$ cat config.mk
export PLATFORM = sky130hd
export DESIGN_NAME = tilt_to_servo_stabilizer
export DESIGN_NICKNAME = d
export VERILOG_FILES = /design/src/hdl/tts_pkg.sv /design/src/hdl/tts_front.sv /design/src/hdl/tts_cordic.sv /design/src/hdl/tts_back.sv /design/src/hdl/tilt_to_servo_stabilizer.sv
export SDC_FILE = /design/constraint.sdc
export NUM_CORES = 2
export LEC_CHECK = 0
export ABC_AREA = 0
export BUFFER_PORTS_ARGS = -buffer_cell sky130_fd_sc_hd__buf_2
export CORE_ASPECT_RATIO = 1.2
export CORE_MARGIN = 5
export CORE_UTILIZATION = 60
export CTS_CLUSTER_SIZE = 20
export DETAILED_ROUTE_END_ITERATION = 6
export GPL_TIMING_DRIVEN = 0
export PLACE_DENSITY = 0.85
export SLEW_MARGIN = 20
export SYNTH_ARGS = -nofsm -noshare
export SYNTH_HDL_FRONTEND = slang
export SYNTH_HIERARCHICAL = 1
export SYNTH_SLANG_ARGS = --single-unit
export TNS_END_PERCENT = 100
$ cat constraint.sdc
create_clock -name clk -period 17.87 [get_ports clk]
set_input_delay 3.574 -clock clk [delete_from_list [all_inputs] [get_ports clk]]
set_output_delay 3.574 -clock clk [all_outputs]
set_load 0.02 [all_outputs]
$ cat src/hdl/tts_pkg.sv
// ----------------------------------------------------------------------------
// tts_pkg
// Shared types, constants and the CORDIC arctangent table for the stabilizer.
// ----------------------------------------------------------------------------
package tts_pkg;

  localparam int CordicStepsDef = 16;
  localparam int TimerBitsDef   = 16;
  localparam int MaxSteps       = 24;
  localparam int QueueDepth     = 2;

  // Datapath width for the CORDIC: inputs up to 2^24, growth about 1.65x.
  localparam int CW = 28;

  localparam logic [1:0] CFG_YAW_THRESHOLD = 2'd0;
  localparam logic [1:0] CFG_YAW_HOLD      = 2'd1;
  localparam logic [1:0] CFG_ALERT         = 2'd2;
  localparam logic [1:0] CFG_ALERT_REST    = 2'd3;

  typedef enum logic [1:0] {
    PH_IDLE  = 2'd0,
    PH_ALERT = 2'd1,
    PH_REST  = 2'd2
  } phase_t;

  typedef enum logic [2:0] {
    BK_IDLE  = 3'd0,
    BK_SQRT  = 3'd1,
    BK_ROLL  = 3'd2,
    BK_PITCH = 3'd3,
    BK_OUT   = 3'd4
  } bk_state_t;

  // One queued word from the front end.
  typedef struct packed {
    logic        op;
    logic        motion;
    logic [15:0] accel_x;
    logic [15:0] accel_y;
    logic [15:0] accel_z;
    logic [15:0] yaw_rate;
  } item_t;

  function automatic logic signed [15:0] atan_q8(input logic [4:0] i);
    case (i)
      5'd0:  atan_q8 = 16'sd11520;
      5'd1:  atan_q8 = 16'sd6801;
      5'd2:  atan_q8 = 16'sd3593;
      5'd3:  atan_q8 = 16'sd1824;
      5'd4:  atan_q8 = 16'sd916;
      5'd5:  atan_q8 = 16'sd458;
      5'd6:  atan_q8 = 16'sd229;
      5'd7:  atan_q8 = 16'sd115;
      5'd8:  atan_q8 = 16'sd57;
      5'd9:  atan_q8 = 16'sd29;
      5'd10: atan_q8 = 16'sd14;
      5'd11: atan_q8 = 16'sd7;
      5'd12: atan_q8 = 16'sd4;
      5'd13: atan_q8 = 16'sd2;
      5'd14: atan_q8 = 16'sd1;
      default: atan_q8 = 16'sd0;
    endcase
  endfunction

endpackage

$ cat src/hdl/tts_front.sv
// ----------------------------------------------------------------------------
// tts_front
// Input stage: accepts words and queues them for the back end.
// ----------------------------------------------------------------------------
module tts_front (
  input  logic          clk,
  input  logic          rst_n,
  input  logic          in_valid,
  output logic          in_ready,
  input  tts_pkg::item_t in_item,
  output logic          q_valid,
  input  logic          q_pop,
  output tts_pkg::item_t q_item
);

  tts_pkg::item_t mem_r [tts_pkg::QueueDepth];
  logic       wp_r, rp_r;
  logic [1:0] cnt_r;
  logic       push;

  assign in_ready = (cnt_r != 2'd2);
  assign push     = in_valid && in_ready;
  assign q_valid  = (cnt_r != 2'd0);
  assign q_item   = mem_r[rp_r];

  always_ff @(posedge clk) begin
    if (push) begin
      mem_r[wp_r] <= in_item;
    end
    if (!rst_n) begin
      wp_r  <= 1'b0;
      rp_r  <= 1'b0;
      cnt_r <= 2'd0;
    end else begin
      if (push) wp_r <= ~wp_r;
      if (q_pop) rp_r <= ~rp_r;
      cnt_r <= cnt_r + {1'b0, push} - {1'b0, q_pop};
    end
  end

endmodule

$ cat src/hdl/tts_cordic.sv
// ----------------------------------------------------------------------------
// tts_cordic
// Iterative CORDIC vectoring unit: atan2(num, den) in degrees times 256.
// ----------------------------------------------------------------------------
module tts_cordic #(
  parameter int CORDIC_STEPS = tts_pkg::CordicStepsDef
) (
  input  logic                        clk,
  input  logic                        rst_n,
  input  logic                        start,
  input  logic signed [tts_pkg::CW-1:0] num,
  input  logic signed [tts_pkg::CW-1:0] den,
  output logic                        done,
  output logic signed [17:0]          angle
);

  localparam int NSTEPS = (CORDIC_STEPS < tts_pkg::MaxSteps) ? CORDIC_STEPS
                                                            : tts_pkg::MaxSteps;

  logic signed [tts_pkg::CW-1:0] x_r, y_r;
  logic signed [17:0]            ang_r;
  logic [4:0]                    i_r;
  logic                          busy_r, done_r;

  assign done  = done_r;
  assign angle = ang_r;

  always_ff @(posedge clk) begin
    if (!rst_n) begin
      busy_r <= 1'b0;
      done_r <= 1'b0;
    end else begin
      done_r <= 1'b0;
      if (start) begin
        i_r <= 5'd0;
        if (den == '0 && num == '0) begin
          ang_r  <= '0;
          done_r <= 1'b1;
        end else if (den < 0) begin
          x_r    <= -den;
          y_r    <= -num;
          ang_r  <= (num >= 0) ? 18'sd46080 : -18'sd46080;
          busy_r <= 1'b1;
        end else begin
          x_r    <= den;
          y_r    <= num;
          ang_r  <= '0;
          busy_r <= 1'b1;
        end
      end else if (busy_r) begin
        if (y_r >= 0) begin
          x_r   <= x_r + (y_r >>> i_r);
          y_r   <= y_r - (x_r >>> i_r);
          ang_r <= ang_r + 18'(tts_pkg::atan_q8(i_r));
        end else begin
          x_r   <= x_r - (y_r >>> i_r);
          y_r   <= y_r + (x_r >>> i_r);
          ang_r <= ang_r - 18'(tts_pkg::atan_q8(i_r));
        end
        i_r <= i_r + 5'd1;
        if (i_r == 5'(NSTEPS - 1)) begin
          busy_r <= 1'b0;
          done_r <= 1'b1;
        end
      end
    end
  end

endmodule

$ cat src/hdl/tts_back.sv
// ----------------------------------------------------------------------------
// tts_back
// Executes queued words: timers, alert sequence, yaw logic and the tilt math.
// ----------------------------------------------------------------------------
module tts_back #(
  parameter int CORDIC_STEPS = tts_pkg::CordicStepsDef,
  parameter int TIMER_BITS   = tts_pkg::TimerBitsDef
) (
  input  logic           clk,
  input  logic           rst_n,
  input  logic           q_valid,
  output logic           q_pop,
  input  tts_pkg::item_t q_item,
  input  logic [14:0]    yaw_threshold,
  input  logic [15:0]    yaw_hold_ms,
  input  logic [15:0]    alert_ms,
  input  logic [15:0]    alert_rest_ms,
  output logic           out_valid,
  input  logic           out_ready,
  output logic [7:0]     out_roll_servo,
  output logic [7:0]     out_pitch_servo,
  output logic [7:0]     out_yaw_servo,
  output logic           out_alerting
);

  localparam int TB = TIMER_BITS;
  localparam logic [TB-1:0] TMAX = {TB{1'b1}};

  // The load marker sits one bit above the first even weight, so the
  // square root's shift sequence never reaches it.
  localparam logic [47:0] SqTop  = 48'd1 << 46;
  localparam logic [47:0] SqLoad = 48'd1 << 47;

  tts_pkg::bk_state_t st_r, st_nxt;
  tts_pkg::phase_t    ph_r;
  logic [TB-1:0] yaw_el_r, rem_r;
  logic          yaw_act_r;
  logic [7:0]    roll_r, pitch_r, yaw_r;
  logic          ov_r;
  tts_pkg::item_t it_r;

  // Bit-serial square root of (y^2+z^2)<<16, one result bit per cycle.
  logic [47:0] sq_v_r, sq_r_r, sq_b_r;

  logic                          c_start, c_done;
  logic signed [tts_pkg::CW-1:0] c_num, c_den;
  logic signed [17:0]            c_ang;

  tts_cordic #(.CORDIC_STEPS(CORDIC_STEPS)) u_cordic (
    .clk(clk), .rst_n(rst_n), .start(c_start), .num(c_num), .den(c_den),
    .done(c_done), .angle(c_ang)
  );

  logic running;
  assign running = (ph_r == tts_pkg::PH_ALERT) || (ph_r == tts_pkg::PH_REST);

  logic signed [16:0] rate_s, mag_s;
  assign rate_s = 17'(signed'(it_r.yaw_rate));
  assign mag_s  = (rate_s < 0) ? -rate_s : rate_s;

  logic signed [31:0] y2, z2;
  assign y2 = signed'(it_r.accel_y) * signed'(it_r.accel_y);
  assign z2 = signed'(it_r.accel_z) * signed'(it_r.accel_z);

  // Whole-degree truncation of the clamped CORDIC angle.
  function automatic logic signed [7:0] whole(input logic signed [17:0] q);
    logic signed [17:0] c;
    logic [17:0]        a;
    c = q;
    if (c > 18'sd23040) c = 18'sd23040;
    if (c < -18'sd23040) c = -18'sd23040;
    a = (c < 0) ? 18'(-c) : 18'(c);
    whole = (c < 0) ? -8'(a[17:8]) : 8'(a[17:8]);
  endfunction

  logic [TB-1:0] ld_alert, ld_rest;
  assign ld_alert = (TB >= 16) ? TB'(alert_ms) :
                    ((alert_ms > 16'(TMAX)) ? TMAX : TB'(alert_ms));
  assign ld_rest  = (TB >= 16) ? TB'(alert_rest_ms) :
                    ((alert_rest_ms > 16'(TMAX)) ? TMAX : TB'(alert_rest_ms));

  logic issue;
  assign issue = (st_r == tts_pkg::BK_IDLE) && q_valid && (!ov_r || out_ready);
  assign q_pop = issue;

  always_comb begin
    st_nxt = st_r;
    case (st_r)
      tts_pkg::BK_IDLE: begin
        if (issue && !q_item.op && !running && !q_item.motion) st_nxt = tts_pkg::BK_SQRT;
      end
      tts_pkg::BK_SQRT:  if (sq_b_r == '0) st_nxt = tts_pkg::BK_ROLL;
      tts_pkg::BK_ROLL:  if (c_done) st_nxt = tts_pkg::BK_PITCH;
      tts_pkg::BK_PITCH: if (c_done) st_nxt = tts_pkg::BK_OUT;
      tts_pkg::BK_OUT:   if (!ov_r || out_ready) st_nxt = tts_pkg::BK_IDLE;
      default: st_nxt = tts_pkg::BK_IDLE;
    endcase
  end

  always_comb begin
    c_start = 1'b0;
    c_num   = '0;
    c_den   = '0;
    if (st_r == tts_pkg::BK_SQRT && sq_b_r == '0) begin
      c_start = 1'b1;
      c_num   = tts_pkg::CW'(signed'(it_r.accel_y)) <<< 8;
      c_den   = tts_pkg::CW'(signed'(it_r.accel_z)) <<< 8;
    end else if (st_r == tts_pkg::BK_ROLL && c_done) begin
      c_start = 1'b1;
      c_num   = -(tts_pkg::CW'(signed'(it_r.accel_x)) <<< 8);
      c_den   = tts_pkg::CW'(sq_r_r);
    end
  end

  assign out_roll_servo  = roll_r;
  assign out_pitch_servo = pitch_r;
  assign out_yaw_servo   = yaw_r;
  assign out_alerting    = running;
  assign out_valid       = ov_r;

  always_ff @(posedge clk) begin
    if (!rst_n) begin
      st_r      <= tts_pkg::BK_IDLE;
      ph_r      <= tts_pkg::PH_IDLE;
      yaw_el_r  <= '0;
      rem_r     <= '0;
      yaw_act_r <= 1'b0;
      roll_r    <= 8'd90;
      pitch_r   <= 8'd90;
      yaw_r     <= 8'd90;
      ov_r      <= 1'b0;
    end else begin
      st_r <= st_nxt;
      if (ov_r && out_ready) ov_r <= 1'b0;
      if (issue) begin
        it_r <= q_item;
        if (q_item.op) begin
          if (yaw_el_r != TMAX) yaw_el_r <= yaw_el_r + 1'b1;
          if (running) begin
            if (rem_r <= TB'(1)) begin
              if (ph_r == tts_pkg::PH_ALERT) begin
                ph_r    <= tts_pkg::PH_REST;
                rem_r   <= ld_rest;
                roll_r  <= 8'd90;
                pitch_r <= 8'd90;
                yaw_r   <= 8'd90;
              end else begin
                ph_r  <= tts_pkg::PH_IDLE;
                rem_r <= '0;
              end
            end else begin
              rem_r <= rem_r - 1'b1;
            end
          end
          ov_r <= 1'b1;
        end else if (running) begin
          ov_r <= 1'b1;
        end else if (q_item.motion) begin
          ph_r    <= tts_pkg::PH_ALERT;
          rem_r   <= ld_alert;
          roll_r  <= 8'd180;
          pitch_r <= 8'd180;
          yaw_r   <= 8'd180;
          ov_r    <= 1'b1;
        end else begin
          sq_b_r <= '0;
        end
      end
      if (st_r == tts_pkg::BK_IDLE && st_nxt == tts_pkg::BK_SQRT) begin
        sq_b_r <= SqLoad;
        sq_r_r <= '0;
      end else if (st_r == tts_pkg::BK_SQRT) begin
        if (sq_b_r == SqLoad) begin
          sq_v_r <= 48'(unsigned'(y2) + unsigned'(z2)) << 16;
          sq_b_r <= SqTop;
        end else if (sq_b_r != '0) begin
          if (sq_v_r >= sq_r_r + sq_b_r) begin
            sq_v_r <= sq_v_r - (sq_r_r + sq_b_r);
            sq_r_r <= (sq_r_r >> 1) + sq_b_r;
          end else begin
            sq_r_r <= sq_r_r >> 1;
          end
          sq_b_r <= sq_b_r >> 2;
        end
      end
      if (st_r == tts_pkg::BK_ROLL && c_done) roll_r <= 8'(9'sd90 - 9'(whole(c_ang)));
      if (st_r == tts_pkg::BK_PITCH && c_done) begin
        pitch_r <= 8'(9'sd90 + 9'(whole(c_ang)));
        if (mag_s > 17'(yaw_threshold)) begin
          yaw_r     <= (rate_s > 0) ? 8'd135 : 8'd45;
          yaw_act_r <= 1'b1;
          yaw_el_r  <= '0;
        end else if (yaw_act_r) begin
          if (32'(yaw_el_r) < 32'(yaw_hold_ms)) begin
            yaw_r <= (rate_s > 0) ? 8'd135 : 8'd45;
          end else begin
            yaw_r     <= 8'd90;
            yaw_act_r <= 1'b0;
          end
        end else begin
          yaw_r <= 8'd90;
        end
      end
      if (st_r == tts_pkg::BK_OUT && (!ov_r || out_ready)) ov_r <= 1'b1;
    end
  end

endmodule

$ cat src/hdl/tilt_to_servo_stabilizer.sv
// ----------------------------------------------------------------------------
// tilt_to_servo_stabilizer
// Accelerometer tilt to servo angle converter with yaw hold and motion alert.
// ----------------------------------------------------------------------------
// Every accepted word yields one result word. Ticks, ignored samples and
// motion samples load the result register at issue. A tilt sample passes
// through the issue, the bit-serial square root, two runs on the shared
// CORDIC unit (CORDIC_STEPS capped at 24), the output state and the
// handshake. A result that is not taken holds the back end. A two-word
// queue lets the input side keep accepting while the back end works.
module tilt_to_servo_stabilizer #(
  parameter int CORDIC_STEPS = tts_pkg::CordicStepsDef,
  parameter int TIMER_BITS   = tts_pkg::TimerBitsDef
) (
  input  logic        clk,
  input  logic        rst_n,
  input  logic        in_valid,
  output logic        in_ready,
  input  logic        in_op,
  input  logic        in_motion,
  input  logic [15:0] in_accel_x,
  input  logic [15:0] in_accel_y,
  input  logic [15:0] in_accel_z,
  input  logic [15:0] in_yaw_rate,
  output logic        out_valid,
  input  logic        out_ready,
  output logic [7:0]  out_roll_servo,
  output logic [7:0]  out_pitch_servo,
  output logic [7:0]  out_yaw_servo,
  output logic        out_alerting,
  input  logic        cfg_we,
  input  logic [1:0]  cfg_index,
  input  logic [15:0] cfg_data
);

  logic [14:0] thr_r;
  logic [15:0] hold_r, alert_r, rest_r;

  always_ff @(posedge clk) begin
    if (!rst_n) begin
      thr_r   <= 15'd983;
      hold_r  <= 16'd1000;
      alert_r <= 16'd1500;
      rest_r  <= 16'd1000;
    end else if (cfg_we) begin
      case (cfg_index)
        tts_pkg::CFG_YAW_THRESHOLD: thr_r   <= cfg_data[14:0];
        tts_pkg::CFG_YAW_HOLD:      hold_r  <= cfg_data;
        tts_pkg::CFG_ALERT:         alert_r <= cfg_data;
        tts_pkg::CFG_ALERT_REST:    rest_r  <= cfg_data;
        default: ;
      endcase
    end
  end

  tts_pkg::item_t in_item, q_item;
  logic q_valid, q_pop;
  assign in_item = '{op: in_op, motion: in_motion, accel_x: in_accel_x,
                     accel_y: in_accel_y, accel_z: in_accel_z, yaw_rate: in_yaw_rate};

  tts_front u_front (
    .clk(clk), .rst_n(rst_n), .in_valid(in_valid), .in_ready(in_ready),
    .in_item(in_item), .q_valid(q_valid), .q_pop(q_pop), .q_item(q_item)
  );

  tts_back #(.CORDIC_STEPS(CORDIC_STEPS), .TIMER_BITS(TIMER_BITS)) u_back (
    .clk(clk), .rst_n(rst_n), .q_valid(q_valid), .q_pop(q_pop), .q_item(q_item),
    .yaw_threshold(thr_r), .yaw_hold_ms(hold_r), .alert_ms(alert_r),
    .alert_rest_ms(rest_r), .out_valid(out_valid), .out_ready(out_ready),
    .out_roll_servo(out_roll_servo), .out_pitch_servo(out_pitch_servo),
    .out_yaw_servo(out_yaw_servo), .out_alerting(out_alerting)
  );

endmodule
======== Word-level counts from Yosys, hierarchy flattened ========
Memories as Yosys holds them, arrays and structs flattened. A register that Yosys moved wholly into a read port is not among the register bits.
Cells that the tools add are included.
cells by class
  reduce and logical (&&, ||, !) cells .... 49
  shift operators ......................... 2
  add/sub/neg operators ................... 25
  multiplexer cells ....................... 125
  equality and inequality tests ........... 27
  bitwise gates (word level) .............. 3
  $mul .................................... 2
  $lt $le $gt $ge ......................... 14
operators by type and width
  operator                                                                              count
  48-bit 2-to-1 mux                                                                     14
  28-bit 2-to-1 mux                                                                     14
  16-bit 2-to-1 mux                                                                     23
  18-bit 2-to-1 mux                                                                     17
  8-bit 2-to-1 mux                                                                      16
  16-bit by 16-bit multiplier with 32-bit output                                        2
  28-bit adder                                                                          2
  28-bit by 1-bit greater-or-equal comparator with 1-bit output, second input constant  2
  28-bit logical NOT                                                                    2
  28-bit negator                                                                        2
  28-bit by 5-bit >>> shifter with 28-bit output                                        2
  28-bit subtractor                                                                     2
  47-bit by 48-bit adder with 48-bit output                                             1
  48-bit adder                                                                          1
  48-bit equality test, second input constant                                           1
  48-bit greater-or-equal comparator                                                    1
  48-bit logical NOT                                                                    1
  48-bit nonzero test                                                                   1
  48-bit subtractor                                                                     1
  18-bit by 1-bit < comparator with 1-bit output, second input constant                 2
  18-bit by 16-bit < comparator with 1-bit output, second input constant                2
  32-bit adder                                                                          1
  16-bit negator                                                                        2
  28-bit by 1-bit < comparator with 1-bit output, second input constant                 1
  49 further kinds                                                                      134
storage, ports and cells
  logic and storage cells ................. 280
  memory bits (read-only) ................. 448
  RAM bits ................................ 132
  memories ................................ 3
  flip-flop bits (word level) ............. 419
  output and inout port bits .............. 27
memory list
  memory            depth  bits a word  rd ports  clocked after Yosys merged registers in  wr ports  line             text
  (name not given)  16     14           1         1                                        0         tts_pkg.sv:45    case (i)
  (name not given)  16     14           1         1                                        0         tts_pkg.sv:45
  u_front.mem_r     2      66           1         1                                        1         tts_front.sv:16  tts_pkg::item_t mem_r [tts_pkg::QueueDepth];

======== Longest topological paths before layout ========
  word-level depth ........................ 14
  gate-level depth with buffers ........... 30
  gate-level depth less buffers ........... 28

======== Hierarchy ========
Netlist, hierarchy kept.
by module, submodules not included
  module                    sequential area each (um^2)  cells each  times used  area each (um^2)
  tts_back                  7507.2                       4274        1           38748.4
  tts_cordic                2692.6                       1562        1           13326.5
  tts_front                 4063.9                       233         1           5039.8
  tilt_to_servo_stabilizer  1261.2                       236         1           2484.9

======== Least setup slack after synthesis ========
No wires, ideal clock.
  kind .................................... register to register
  start point ............................. register u_back/it_r[31] (netlist name)
  end point ............................... register u_back.sq_v_r[47] (data pin)
  arrival time ............................ 8.032 ns
  setup time .............................. 0.267 ns
  slack ................................... 9.572 ns
  cell stages (with the launch flop) ...... 27
  path through ............................ edfxtp_1 > inv_1 > nor2_1 > fa_1 > fa_1 > inv_1 > fa_1 > inv_1 > fa_1 > fa_1 > fa_1 > fa_1 > inv_1 > fa_1 > inv_1 > ha_1 > o21ai_0 > nand2b_1 > and2_1 > o41a_1 > a311o_1 > a21oi_1 > a21oi_1 > a31o_2 > xnor2_1 > nand2_1 > o21ai_0
between the ends
  word-level cells in the longest chain between the ends .. 3
RTL lines
  element                                         line             text
  from (decl)                                     tts_back.sv:40   tts_pkg::item_t it_r;
  from (signal assigned)                          tts_back.sv:136  it_r <= q_item;
  16-bit by 16-bit multiplier with 32-bit output  tts_back.sv:63   assign z2 = signed'(it_r.accel_z) * signed'(it_r.accel_z);
  32-bit adder                                    tts_back.sv:174  sq_v_r <= 48'(unsigned'(y2) + unsigned'(z2)) << 16;
  48-bit 2-to-1 mux                               tts_back.sv:173  if (sq_b_r == SqLoad) begin
  to (signal assigned)                            tts_back.sv:174
  to (signal assigned)                            tts_back.sv:178  sq_v_r <= sq_v_r - (sq_r_r + sq_b_r);
  to (decl)                                       tts_back.sv:43   logic [47:0] sq_v_r, sq_r_r, sq_b_r;
No other way between the ends.
A chain may end at the register's enable or synchronous reset.

======== Final worst setup path ========
  start point ............................. register u_back/it_r[34] (netlist name)
  end point ............................... register u_back.sq_v_r[47] (data pin)
between the ends
  word-level cells in the longest chain between the ends .. 3
RTL lines
  element                                         line             text
  16-bit by 16-bit multiplier with 32-bit output  tts_back.sv:62   assign y2 = signed'(it_r.accel_y) * signed'(it_r.accel_y);
  32-bit adder                                    tts_back.sv:174
  48-bit 2-to-1 mux                               tts_back.sv:173
No other way between the ends.

==> results.txt <==
Status = finished with violations
Failing checks = design-rule violations
TritonCTS Buffers = 61
Crit Path Max Fanout = 10
Average size of a mapped cell = 9.453 sq um
Post-CTS sizing = 0
# Post-CTS Setup Buffers = 0
Path type of the worst min-delay path = flip-flop to flip-flop
Vias per std cell = 6.306
Routability Congestion = 1.043
Worst Path Required = 18.25 ns
Slew headroom = 16.23%
Seq/Total Area, Yosys = 26.05%
Final WL = 186500 microns
WL per Instance = 23.76 microns
Largest net degree at the start of global routing = 62
DRT Pass-1 Iters = 7
Period utilization = 54.87%
Remaining DRCs = 4
Most common cell after layout, fill and taps aside = inv_1
Yosys warning count = 6
H-tree Lvls = 2
Least-Margin Pin Slew = 1.257 ns
Max Fclk = 102.0 MHz
Initial Util = 60.49%
Data arrival, critical path = 10.18 ns
Core Region = 98530 sq um
CP Capture Type = flip-flop
Die width = 297.7 microns
Clock Path Buffers = 3
Hold WS = 0.4610 ns
CTS tree = yes
Cells after Synth = 6305
Yosys top cell area share = 21.11%
Vias = 49480
RSZ-0062 raised after global routing = false
Hpwl dp = 148400 microns
Share of cells above drive strength 1 = 7.877%
Startpoint types = flip-flop
Die ar. = 105800 sq um
Area added between synthesis and finish = 7.883%
Cell Area, Synth = 59600 sq um
# nets final = 7562
Final Critical Period = 9.805 ns
1st-iter DRT viols = 4727
Area leader, netlist = edfxtp_1
Synth area leaders = edfxtp_1 (21%), fa_1 (18%), ha_1 (9.0%)
Vias in the first global route = 49930
Max stage delay on crit path = 1.06 ns
Wire length of the first global-routing pass = 284600 microns
Setup tns final = 0 ns
Slowest cell on crit path = fa_1
Root buffer cell = clkbuf_16
Initial antenna violation count = 5
Asr flop ratio synth = 0%
Final setup skew = 0.03981 ns
EDFF count, synth = 419
Crit-path most repeated cell = fa_1
Antenna viol nets, final = 0
Top FF cell, synth = edfxtp_1
Max_cap viols = 0
IO Count = 116
Final Hold Viols = 0
Core Rows = 126
Total track usage = 34.44%
Kind of critical path = flip-flop to flip-flop
Sink Count = 566
Worst-Skew Late Latency = 0.65 ns
Worst-path clk slew = 0.07 ns
Port Buffer Count = 112
Grt ovf = 0
Final Max Tran Viols = 0
Synth cell types = 118
Vert. Die Dim = 355.3 microns
Final setup vio count = 0
Hold Buf Count CTS = 0
Synthesized flop and latch total = 566
Most frequent cells in the layout = inv_1 (802), nand2_1 (618), fa_1 (531)
==> per-stage QoR <==
step | util, % | setup WS, ns | instances | instance area, sq um
2_1_floorplan | - | 9.572 | 6328 | 59690
3_3_place_gp | 62.77 | 7.616 | 7720 | 61850
3_5_place_dp | 63.08 | 8.209 | 7730 | 62150
4_1_cts | 65.25 | 8.149 | 7843 | 64290
5_1_grt | 65.26 | 7.714 | 7846 | 64300
6_report | 65.26 | 8.065 | 7846 | 64300
==> sequential cells by signal, indices dropped and copies added, names as in the netlist, 18 cells and up, named ones only <==
signal / count
u_back/u_cordic/x_r: 28
u_back/it_r: 64
u_back/u_cordic/y_r: 28
u_front/mem_r: 132
u_back/sq_v_r: 48
u_back/sq_b_r: 48
u_back/sq_r_r: 48
u_back/u_cordic/angle: 18
==> kinds of logic after synthesis <==
kind of cell               after synthesis  share of synthesized area (%)
muxes                                  267                          5.916
DFF                                    566                          26.05
and+or+nand+nor                       1753                          14.21
xor gates and xnor gates               400                          5.910
other                                    1                       0.006292
AOI/OAI and AO/OA                     1307                          14.15
buffers and inverters                 1051                          6.911
adders and majority gates              960                          26.84
==> final timing paths <==
kind                                       from           endpoint  slack (ns)  cells after the start
worst max-delay path            u_back/it_r[34]  u_back/sq_v_r[47]        8.07                     29
worst min-delay path                alert_r[12]        alert_r[12]        0.46                      2
worst max register to register  u_back/it_r[34]  u_back/sq_v_r[47]        8.07                     29
worst min register to register      alert_r[12]        alert_r[12]        0.46                      2
==> Yosys cell counts (all sizes together) (86+ instances only) <==
library cell,number
xnor2,248
and2,128
nand2,618
mux2,94
nor2,413
xor2,152
a21o,156
clkbuf,179
inv,804
edfxtp,419
dfxtp,147
ha,429
nand3,98
nor2b,97
nor3,86
fa,531
o21ai,334
a21oi,344
mux2i,117
==> critical path, delay by kind of cell (launching register included) <==
family | cells | cell delay, ns
xor gates and xnor gates | 1 | 0.15
and+or+nand+nor | 4 | 0.63
buffers and inverters | 9 | 2.24
DFF | 1 | 0.32
adders and majority gates | 9 | 4.89
AOI/OAI and AO/OA | 6 | 1.30
==> area by class of cell <==
class	count	area, sq um
diodes	3	7.507
plain buffers	244	1091
clock buffers	84	1780
clock inverters	29	355.3
fillers	7496	34230
inverters	807	3032
multi-input cells	4711	40090
flip-flops and latches	566	15520
well taps	1280	1602
repair buffers	122	818.3
==> layer usage <==
metal | vias to the layer above | wire length [microns] | global-route usage (%)
li1 | 22090 | - | -
met1 | 24120 | 66270 | 40.93
met2 | 2542 | 88540 | 57.89
met3 | 718 | 15600 | 5.217
met4 | 2 | 16020 | 23.66
met5 | - | 17 | 0
Power is left out: the tool's default activity adds up to more than one toggle a clock period on the data nets, which glitch-free logic cannot reach.
